`src/rtl/core/thmdc_pkg.sv`:
```
// Shared constants, types and reset values for the thermostat motor duty controller.
package thmdc_pkg;

   localparam int TEMP_W     = 16;
   localparam int COUNT_W    = 16;
   localparam int MODE_W     = 2;
   localparam int CSR_IDX_W  = 2;
   localparam int CSR_DATA_W = 16;
   localparam int REQ_USER_W = 2;
   localparam int REQ_DATA_W = 16;
   localparam int RSP_DATA_W = 40;
   localparam int RSP_FILL_W = RSP_DATA_W - (1 + MODE_W + 1 + COUNT_W + TEMP_W);
   localparam int BUF_DEPTH  = 2;

   // Motor modes.
   localparam logic [MODE_W-1:0] MODE_OFF   = 2'd0;
   localparam logic [MODE_W-1:0] MODE_ON    = 2'd1;
   localparam logic [MODE_W-1:0] MODE_SLEEP = 2'd2;

   // Event kinds.
   localparam logic CMD_TICK   = 1'b0;
   localparam logic CMD_SAMPLE = 1'b1;

   // Configuration register indexes.
   localparam logic [CSR_IDX_W-1:0] CSR_TOP_THRESHOLD    = 2'd0;
   localparam logic [CSR_IDX_W-1:0] CSR_BOTTOM_THRESHOLD = 2'd1;
   localparam logic [CSR_IDX_W-1:0] CSR_WORK_LIMIT       = 2'd2;
   localparam logic [CSR_IDX_W-1:0] CSR_REST_LIMIT       = 2'd3;

   // Reset values.
   localparam logic signed [TEMP_W-1:0] TOP_THRESHOLD_RST    = 16'sd400;
   localparam logic signed [TEMP_W-1:0] BOTTOM_THRESHOLD_RST = 16'sd320;
   localparam logic [COUNT_W-1:0]       WORK_LIMIT_RST       = 16'd600;
   localparam logic [COUNT_W-1:0]       REST_LIMIT_RST       = 16'd300;
   localparam logic [TEMP_W-1:0]        LAST_READING_RST     = 16'hFFFF;

   typedef logic [RSP_DATA_W-1:0] rsp_data_type;

endpackage

```
`src/rtl/core/thermostat_motor_duty_controller.sv`:
```
// Each accepted request writes its result into the result buffer, which offers it on rsp_.
// Throughput: one transaction per cycle unless the buffer is full; updates are combinational.
// A two-entry result buffer keeps req_tready high while one result waits on the rsp_ side.
// Reset (synchronous, active high) sets the mode to off, the phase counter to zero,
// the last reading to -1, the registers to their defaults and empties the result buffer.
module thermostat_motor_duty_controller (
   input  logic                                 clock,
   input  logic                                 reset,
   // Request channel.
   input  logic                                 req_tvalid,
   output logic                                 req_tready,
   input  logic [thmdc_pkg::REQ_DATA_W-1:0]     req_tdata,  // [15:0] temperature
   input  logic [thmdc_pkg::REQ_USER_W-1:0]     req_tuser,  // [0] cmd, [1] sensor_error
   // Result channel.
   output logic                                 rsp_tvalid,
   input  logic                                 rsp_tready,
   // [0] motor_drive, [2:1] motor_mode, [3] fault_led, [19:4] phase_ticks,
   // [35:20] last_temperature, [39:36] zero
   output logic [thmdc_pkg::RSP_DATA_W-1:0]     rsp_tdata,
   // Configuration port.
   input  logic                                 csr_we,
   input  logic [thmdc_pkg::CSR_IDX_W-1:0]      csr_index,
   input  logic [thmdc_pkg::CSR_DATA_W-1:0]     csr_wdata
);

   logic signed [thmdc_pkg::TEMP_W-1:0]  top_thr_ff;
   logic signed [thmdc_pkg::TEMP_W-1:0]  bottom_thr_ff;
   logic [thmdc_pkg::COUNT_W-1:0]        work_limit_ff;
   logic [thmdc_pkg::COUNT_W-1:0]        rest_limit_ff;

   logic [thmdc_pkg::MODE_W-1:0]         mode_ff, mode_in;
   logic [thmdc_pkg::COUNT_W-1:0]        phase_ff, phase_in;
   logic [thmdc_pkg::TEMP_W-1:0]         last_ff, last_in;

   thmdc_pkg::rsp_data_type              buf_ff [thmdc_pkg::BUF_DEPTH];
   logic                                 wr_ptr_ff, rd_ptr_ff;
   logic [1:0]                           count_ff, count_in;

   logic                                 req_fire, rsp_fire;
   logic                                 is_sample, sensor_fault;
   logic signed [thmdc_pkg::TEMP_W-1:0]  temp;
   logic [thmdc_pkg::COUNT_W-1:0]        phase_inc;
   thmdc_pkg::rsp_data_type              rsp_word;

   assign is_sample    = (req_tuser[0] == thmdc_pkg::CMD_SAMPLE);
   assign sensor_fault = req_tuser[1];
   assign temp         = req_tdata[thmdc_pkg::TEMP_W-1:0];
   assign phase_inc    = phase_ff + 1'b1;

   assign req_tready = (count_ff != 2'(thmdc_pkg::BUF_DEPTH));
   assign rsp_tvalid = (count_ff != 2'd0);
   assign req_fire   = req_tvalid && req_tready;
   assign rsp_fire   = rsp_tvalid && rsp_tready;
   assign rsp_tdata  = buf_ff[rd_ptr_ff];

   // Event handling: sensor errors win, then ticks count, then samples compare.
   always_comb begin
      mode_in  = mode_ff;
      phase_in = phase_ff;
      last_in  = last_ff;
      if (sensor_fault) begin
         if (mode_ff != thmdc_pkg::MODE_OFF) begin
            mode_in  = thmdc_pkg::MODE_OFF;
            phase_in = '0;
         end
      end else if (!is_sample) begin
         if (mode_ff == thmdc_pkg::MODE_ON) begin
            if (phase_inc >= work_limit_ff) begin
               mode_in  = thmdc_pkg::MODE_SLEEP;
               phase_in = '0;
            end else begin
               phase_in = phase_inc;
            end
         end else if (mode_ff == thmdc_pkg::MODE_SLEEP) begin
            if (phase_inc >= rest_limit_ff) begin
               mode_in  = thmdc_pkg::MODE_ON;
               phase_in = '0;
            end else begin
               phase_in = phase_inc;
            end
         end
      end else begin
         last_in = req_tdata[thmdc_pkg::TEMP_W-1:0];
         if (temp > top_thr_ff) begin
            if (mode_ff == thmdc_pkg::MODE_OFF) begin
               mode_in  = thmdc_pkg::MODE_ON;
               phase_in = '0;
            end
         end else if (temp < bottom_thr_ff) begin
            if (mode_ff != thmdc_pkg::MODE_OFF) begin
               mode_in  = thmdc_pkg::MODE_OFF;
               phase_in = '0;
            end
         end
      end
   end

   assign rsp_word = {{thmdc_pkg::RSP_FILL_W{1'b0}}, last_in, phase_in, sensor_fault, mode_in,
                      (mode_in == thmdc_pkg::MODE_ON)};

   always_comb begin
      count_in = count_ff;
      if (req_fire && !rsp_fire) begin
         count_in = count_ff + 2'd1;
      end else if (!req_fire && rsp_fire) begin
         count_in = count_ff - 2'd1;
      end
   end

   always_ff @(posedge clock) begin
      if (reset) begin
         top_thr_ff    <= thmdc_pkg::TOP_THRESHOLD_RST;
         bottom_thr_ff <= thmdc_pkg::BOTTOM_THRESHOLD_RST;
         work_limit_ff <= thmdc_pkg::WORK_LIMIT_RST;
         rest_limit_ff <= thmdc_pkg::REST_LIMIT_RST;
      end else if (csr_we) begin
         case (csr_index)
            thmdc_pkg::CSR_TOP_THRESHOLD:    top_thr_ff    <= csr_wdata;
            thmdc_pkg::CSR_BOTTOM_THRESHOLD: bottom_thr_ff <= csr_wdata;
            thmdc_pkg::CSR_WORK_LIMIT:       work_limit_ff <= csr_wdata;
            thmdc_pkg::CSR_REST_LIMIT:       rest_limit_ff <= csr_wdata;
            default: ;
         endcase
      end
   end

   always_ff @(posedge clock) begin
      if (reset) begin
         mode_ff   <= thmdc_pkg::MODE_OFF;
         phase_ff  <= '0;
         last_ff   <= thmdc_pkg::LAST_READING_RST;
         wr_ptr_ff <= 1'b0;
         rd_ptr_ff <= 1'b0;
         count_ff  <= 2'd0;
      end else begin
         count_ff <= count_in;
         if (req_fire) begin
            mode_ff   <= mode_in;
            phase_ff  <= phase_in;
            last_ff   <= last_in;
            wr_ptr_ff <= ~wr_ptr_ff;
         end
         if (rsp_fire) begin
            rd_ptr_ff <= ~rd_ptr_ff;
         end
      end
   end

   always_ff @(posedge clock) begin
      if (req_fire) begin
         buf_ff[wr_ptr_ff] <= rsp_word;
      end
   end

endmodule

```
`config.mk`:
```
export PLATFORM = sky130hd
export DESIGN_NAME = thermostat_motor_duty_controller
export DESIGN_NICKNAME = d
export VERILOG_FILES = /design/src/rtl/core/thmdc_pkg.sv /design/src/rtl/core/thermostat_motor_duty_controller.sv
export SDC_FILE = /design/constraint.sdc
export NUM_CORES = 1
export LEC_CHECK = 0
export BUFFER_PORTS_ARGS = -buffer_cell sky130_fd_sc_hd__buf_2
export CAP_MARGIN = 5
export CORE_MARGIN = 2
export CORE_UTILIZATION = 51
export CTS_CLUSTER_SIZE = 10
export DETAILED_ROUTE_END_ITERATION = 8
export PLACE_DENSITY = 0.73
export SLEW_MARGIN = 10
export SYNTH_ARGS = -nofsm -noshare
export SYNTH_HDL_FRONTEND = slang
export SYNTH_SLANG_ARGS = --single-unit
export TNS_END_PERCENT = 100
```
`constraint.sdc`:
```
create_clock -name clock -period 3.7 [get_ports clock]
set_input_delay 0.74 -clock clock [delete_from_list [all_inputs] [get_ports clock]]
set_output_delay 0.74 -clock clock [all_outputs]
set_load 0.005 [all_outputs]
```
# After elaboration in Yosys (flattened, before gate mapping)

Memory sizes are Yosys's and may differ from the RTL's. A register that Yosys moved wholly into a read port is not among the register bits.
Cells that the tools add are included.

Register bits: 102
Word-level logic and storage cells: 70
Bits in writable memories: 72
Memories kept: 1

Magnitude comparators: 4
Mux-type cells: 28
$add $sub $neg: 3
Reductions and logical operators: 15
Equal/unequal tests: 7
Bitwise gates (word level): 2

Memories:

| memory | words | bits a word | read ports | clocked after Yosys merged registers in | wr ports | line                                   | text |
|---|---|---|---|---|---|---|---|
| buf_ff | 2     | 36          | 1          | 1                                       | 1        | thermostat_motor_duty_controller.sv:35 | `thmdc_pkg::rsp_data_type buf_ff [thmdc_pkg::BUF_DEPTH];` |

Operators by type and width:

| operator                                                            | count |
|---|---|
| 16-bit two-way mux                                                  | 12 |
| 16-bit >= comparator                                                | 2 |
| 2-bit two-way mux                                                   | 12 |
| 16-bit by 1-bit adder with 16-bit output (second input constant)    | 1 |
| 16-bit greater-than comparator                                      | 1 |
| 16-bit < comparator                                                 | 1 |
| 2-bit AND reduction                                                 | 4 |
| 2-bit by 1-bit == test with 1-bit output (second input constant)    | 3 |
| 2-bit == test (second input constant)                               | 3 |
| 2-bit nonzero test                                                  | 3 |
| 1-bit logical AND                                                   | 4 |
| 2-bit zero test                                                     | 2 |
| 1-bit two-way mux                                                   | 4 |
| 2-bit by 1-bit adder with 2-bit output (second input constant)      | 1 |
| 1-bit zero test                                                     | 2 |
| 2-bit != test (second input constant)                               | 1 |
| 1-bit NOT                                                           | 2 |
| 2-bit by 1-bit subtractor with 2-bit output (second input constant) | 1 |

# Longest topological paths before layout

Depth after elaboration: 8
Depth in mapped cells: 17
Gate-level depth less buffers: 15

# Worst setup path after synthesis

OpenSTA, ideal clock, no wires.

Kind: reg2reg
Start point: register phase_ff[0] (netlist bit)
End point: memory buf_ff[0][7] (netlist bit), data pin
Data required time: 3.516 ns
Setup time: 0.184 ns
Period minus slack after synthesis: 3.772 ns
Stages on the path, launching flop included: 17
Arrival: 3.588 ns
Path slack: -0.072 ns
Cell sequence: dfxtp_1 > and3_1 > buf_2 > nand3_1 > nor3_1 > and3_1 > xor2_1 > ha_1 > a21o_1 > a21o_1 > a211oi_1 > and2_1 > a32oi_1 > clkbuf_1 > nor3b_1 > a21oi_1 > a211oi_1

Word-level cells in the longest chain between the ends: 7
Elaborated cells on any way between the ends: 9
Classes of those cells: add/sub (1); order compare (2); mux (6)

Ends and longest elaborated chain:

| item                                       | line                                    | text |
|---|---|---|
| from (decl)                                | thermostat_motor_duty_controller.sv:32  | `logic [thmdc_pkg::COUNT_W-1:0] phase_ff, phase_in;` |
| from (signal assigned)                     | thermostat_motor_duty_controller.sv:139 | `phase_ff <= phase_in;` |
| 16-bit by 1-bit adder with 16-bit output * | thermostat_motor_duty_controller.sv:48  | `assign phase_inc = phase_ff + 1'b1;` |
| 16-bit >= comparator                       | thermostat_motor_duty_controller.sv:75  | `if (phase_inc >= rest_limit_ff) begin` |
| 16-bit two-way mux                         | thermostat_motor_duty_controller.sv:75  |  |
| 16-bit two-way mux                         | thermostat_motor_duty_controller.sv:74  | `end else if (mode_ff == thmdc_pkg::MODE_SLEEP) begin` |
| 16-bit two-way mux *                       | thermostat_motor_duty_controller.sv:67  | `if (mode_ff == thmdc_pkg::MODE_ON) begin` |
| 16-bit two-way mux *                       | thermostat_motor_duty_controller.sv:66  | `end else if (!is_sample) begin` |
| 16-bit two-way mux *                       | thermostat_motor_duty_controller.sv:61  | `if (sensor_fault) begin` |
| net phase_in, one bit                      | thermostat_motor_duty_controller.sv:32  |  |
| to (decl)                                  | thermostat_motor_duty_controller.sv:35  |  |

The timed path passes the listed nets; every way through them passes the cells marked *.

# Worst setup path in the final report

Start point: register phase_ff[1] (netlist bit)
End point: memory buf_ff[0][9] (netlist bit), data pin

Same word-level chain as after synthesis.

==> metrics.cfg <==
[run_status]
status = completed

[clock_tree]
cts_max_path_buffers = 2
cts_tree = yes
root_buffer = clkbuf_16
clkTransAtPathRegs_ns = 0.06
cts-htree-levels = 4
cts-hold-fix-buffers = 0
cts_setup_buffers = 0
cts_buffers = 17
clkLatencyLatePin_ns = 0.42
cts_num_sinks = 175

[drt]
drt_first_iter_violations = 564
drc = 0
vias = 7450
routed_wirelength_um = 22400
first_pass_iters = 6
avgViaCountPerCell = 5.61
wl_per_cell_um = 16.9
drtAntennaViolNets = 0

[global_route]
grt_pass1_wl_um = 36000
antenna_found_initial = 0
grt_use_total = 0.232
overflow = 0
grt_max_degree = 90
first_global_vias = 6903

[critical_path]
critPathArrivalTime_ns = 3.72
reg2regPathDepth = 16
cp_data_required_time_ns = 3.86
critPathMaxFanout = 22
slowest_stage = dfxtp_2
worstPathCellList = and3_4 > and3_1 > and2_1 > buf_4 > nand3_2 > xnor2_4 > ha_1 > a21oi_1 > o21ai_0 > nor2b_2 > nor2_1 > a32oi_1 > buf_6 > o21ai_0 > a211oi_1 > nor3_2
rrSetupSlack_ns = 0.15
r2r-end = buf_ff[0][9]$_DFFE_PP_
reg2reg_from = phase_ff[1]$_SDFFE_PP0P_
endpoint_kind = register
cp_common_cell = o21ai_0
start_kind = register
crit_type = reg -> reg
max_stage_delay_ns = 0.37

[yosys]
synth_top_family_by_area = simple AND/OR/NAND/NOR gates
synth_most_common_cell = nand2_1
ys_async_sr_fraction = 0
synth_mux_area_frac = 0.0632
synth_ff_type = dfxtp_1
ys_top_cells_by_count = 187 x nand2_1, 103 x a21oi_1, 103 x dfxtp_1
yosysWarnings = 0
synth_xor_area_frac = 0.0161
netlist_area_um2 = 9270
synth_compound_area_frac = 0.154
netlist_instances = 986
yosys.area.top_type = edfxtp_1
synth-edff-count = 72
yosysSeqAreaShare = 0.456
ys_seq_elements = 175
syn_area_per_cell_um2 = 9.40
synth_simple_gate_area_frac = 0.169
synth_cell_type_count = 66
synthAdderAreaFrac = 0.0878
synth_top_area_frac = 0.233
synth_area_leaders = edfxtp_1 23%, dfxtp_1 22%, ha_1 8.8%

[pwr]
total_power_mw = 5.14
power_density_nw_per_um2 = 473
leakage_nw = 4.32
ir_worst_vdd_mv = 0.337

[layout]
drive_gt1_frac = 0.237
synthToLayoutAreaGrowth_pct = 17.3
nFillCells = 1494
utilization = 0.607
diodes = 0
nets = 1191

[sta]
rsz0062_at_grt = true
skew_ns = 0.0125
relSlewSlack = 0.286
period_needed_ns = 3.55
final_hold_viol_count = 0
drv_slew = 0
setup_violations = 0
fin_ws_ns = 0.146
period_share = 0.960
fmax_ghz = 0.281
tightest_slew_ns = 1.07

[hold_path]
hp-class = reg -> reg
hold_start = rest_limit_ff[15]$_SDFFE_PP0P_
hold_end = rest_limit_ff[15]$_SDFFE_PP0P_
whs_path_depth = 2

[floorplanning]
die_h_um = 139
start_util = 0.518
dieArea_um2 = 19300
rows = 49
die_w_um = 139
coreArea_um2 = 17900
io-pin-count = 83

[job]
maxCapViolations = 0

[placement]
place_hpwl_um = 16200
dp_slack_ns = -0.109
gp_congestion = 0.924
numPortBuffers = 78

-- through the flow --
step	area [µm²]	hold slack [ns]	cells	TNS (ns)
final	10900	0.455	1327	0
after global routing	10900	0.470	1327	-0.354
after CTS	10800	0.455	1327	0
after detailed placement	10100	0.445	1295	-0.491
after global placement	10100	0.442	1295	-0.575
after floorplan	9280	0.432	989	0
-- cells by family after synthesis --
kind of cell / after synthesis
buf+inv: 125
compound gates: 221
mux: 52
xor+xnor: 17
simple gates: 330
other cells: 1
fa+ha+maj: 65
flops: 175
-- layout make-up --
class                   instances  area [µm²]  area share
flip-flops and latches        175        4230       0.389
repair buffers                128         782      0.0720
clock buffers                  18         429      0.0395
multi-input cells             689        4710       0.433
well taps                     229         287      0.0264
clock inverters                14         159      0.0146
inverters                      74         278      0.0256
-- registers in the layout, indices dropped and copies added, names as in the netlist, named ones only --
signal	cells
phase_ff	16
top_thr_ff	16
work_limit_ff	16
last_ff	16
rd_ptr_ff	1
buf_ff	72
bottom_thr_ff	16
mode_ff	2
rest_limit_ff	16
wr_ptr_ff	1
count_ff	2
-- worst max-delay path by stage --
| stage | cells past startpoint | slack [ns] | to | start |
|---|---|---|---|---|
| 5_1_grt | 15 | -0.04 | buf_ff[1][15]$_DFFE_PP_ | phase_ff[5]$_SDFFE_PP0P_ |
| 3_3_place_gp | 17 | -0.13 | buf_ff[0][12]$_DFFE_PP_ | phase_ff[1]$_SDFFE_PP0P_ |
| 3_5_place_dp | 17 | -0.11 | buf_ff[0][12]$_DFFE_PP_ | phase_ff[1]$_SDFFE_PP0P_ |
| 2_1_floorplan | 15 | 0.006 | buf_ff[0][8]$_DFFE_PP_ | phase_ff[0]$_SDFFE_PP0P_ |
| 4_1_cts | 16 | 0.005 | buf_ff[0][19]$_DFFE_PP_ | phase_ff[1]$_SDFFE_PP0P_ |
| 6_report | 16 | 0.15 | buf_ff[0][9]$_DFFE_PP_ | phase_ff[1]$_SDFFE_PP0P_ |
-- where the power goes --
| part | internal (mW) | total [mW] | switching [mW] |
|---|---|---|---|
| Combinational | 0.466 | 1.06 | 0.592 |
| Clock | 1.01 | 1.78 | 0.766 |
| Sequential | 2.24 | 2.31 | 0.0683 |
| Total | 3.72 | 5.14 | 1.43 |
-- cells in the final DEF (no fill, tap or decap), types with 7 or more instances in the layout --
master / Yosys / routed
a211o_1: 10 / 10
a211oi_1: 17 / 10
a211oi_2: 3 / 10
a21o_1: 8 / 8
a21oi_1: 103 / 102
and3_1: 10 / 9
buf_2: 1 / 78
buf_4: 5 / 48
clkbuf_16: 0 / 17
dfxtp_1: 103 / 100
edfxtp_1: 72 / 72
ha_1: 65 / 65
inv_1: 74 / 74
mux2_2: 52 / 52
nand2_1: 187 / 187
nand2b_1: 8 / 8
nand3b_1: 23 / 23
nand4_1: 9 / 9
nor2_1: 38 / 37
nor3_1: 12 / 9
o21ai_0: 32 / 29
xnor2_1: 8 / 7
xor2_1: 9 / 7
-- worst max-delay path, delay by kind of cell (launching register included) --
family                   cells  cell delay (ns)
adder cells (fa/ha/maj)      1             0.31
XOR/XNOR                     1             0.21
flip-flops                   1             0.37
buffers and inverters        2             0.35
AND/OR/NAND/NOR              7             1.11
AO/OA/AOI/OAI                5             0.93
-- repair_timing --
item	in CTS	in global routing
resized for setup	4	30
pin swaps	0	6
setup endpoints to repair	14	53
-- routing by layer --
metal | share of wire | global-route usage | vias to the layer above
met5 | 0 | 0 | -
met4 | 0.018 | 0.0723 | 0
met3 | 0.064 | 0.0418 | 28
met2 | 0.45 | 0.358 | 262
met1 | 0.47 | 0.334 | 3502
li1 | - | - | 3658
Power figures use the tool's default switching activity.
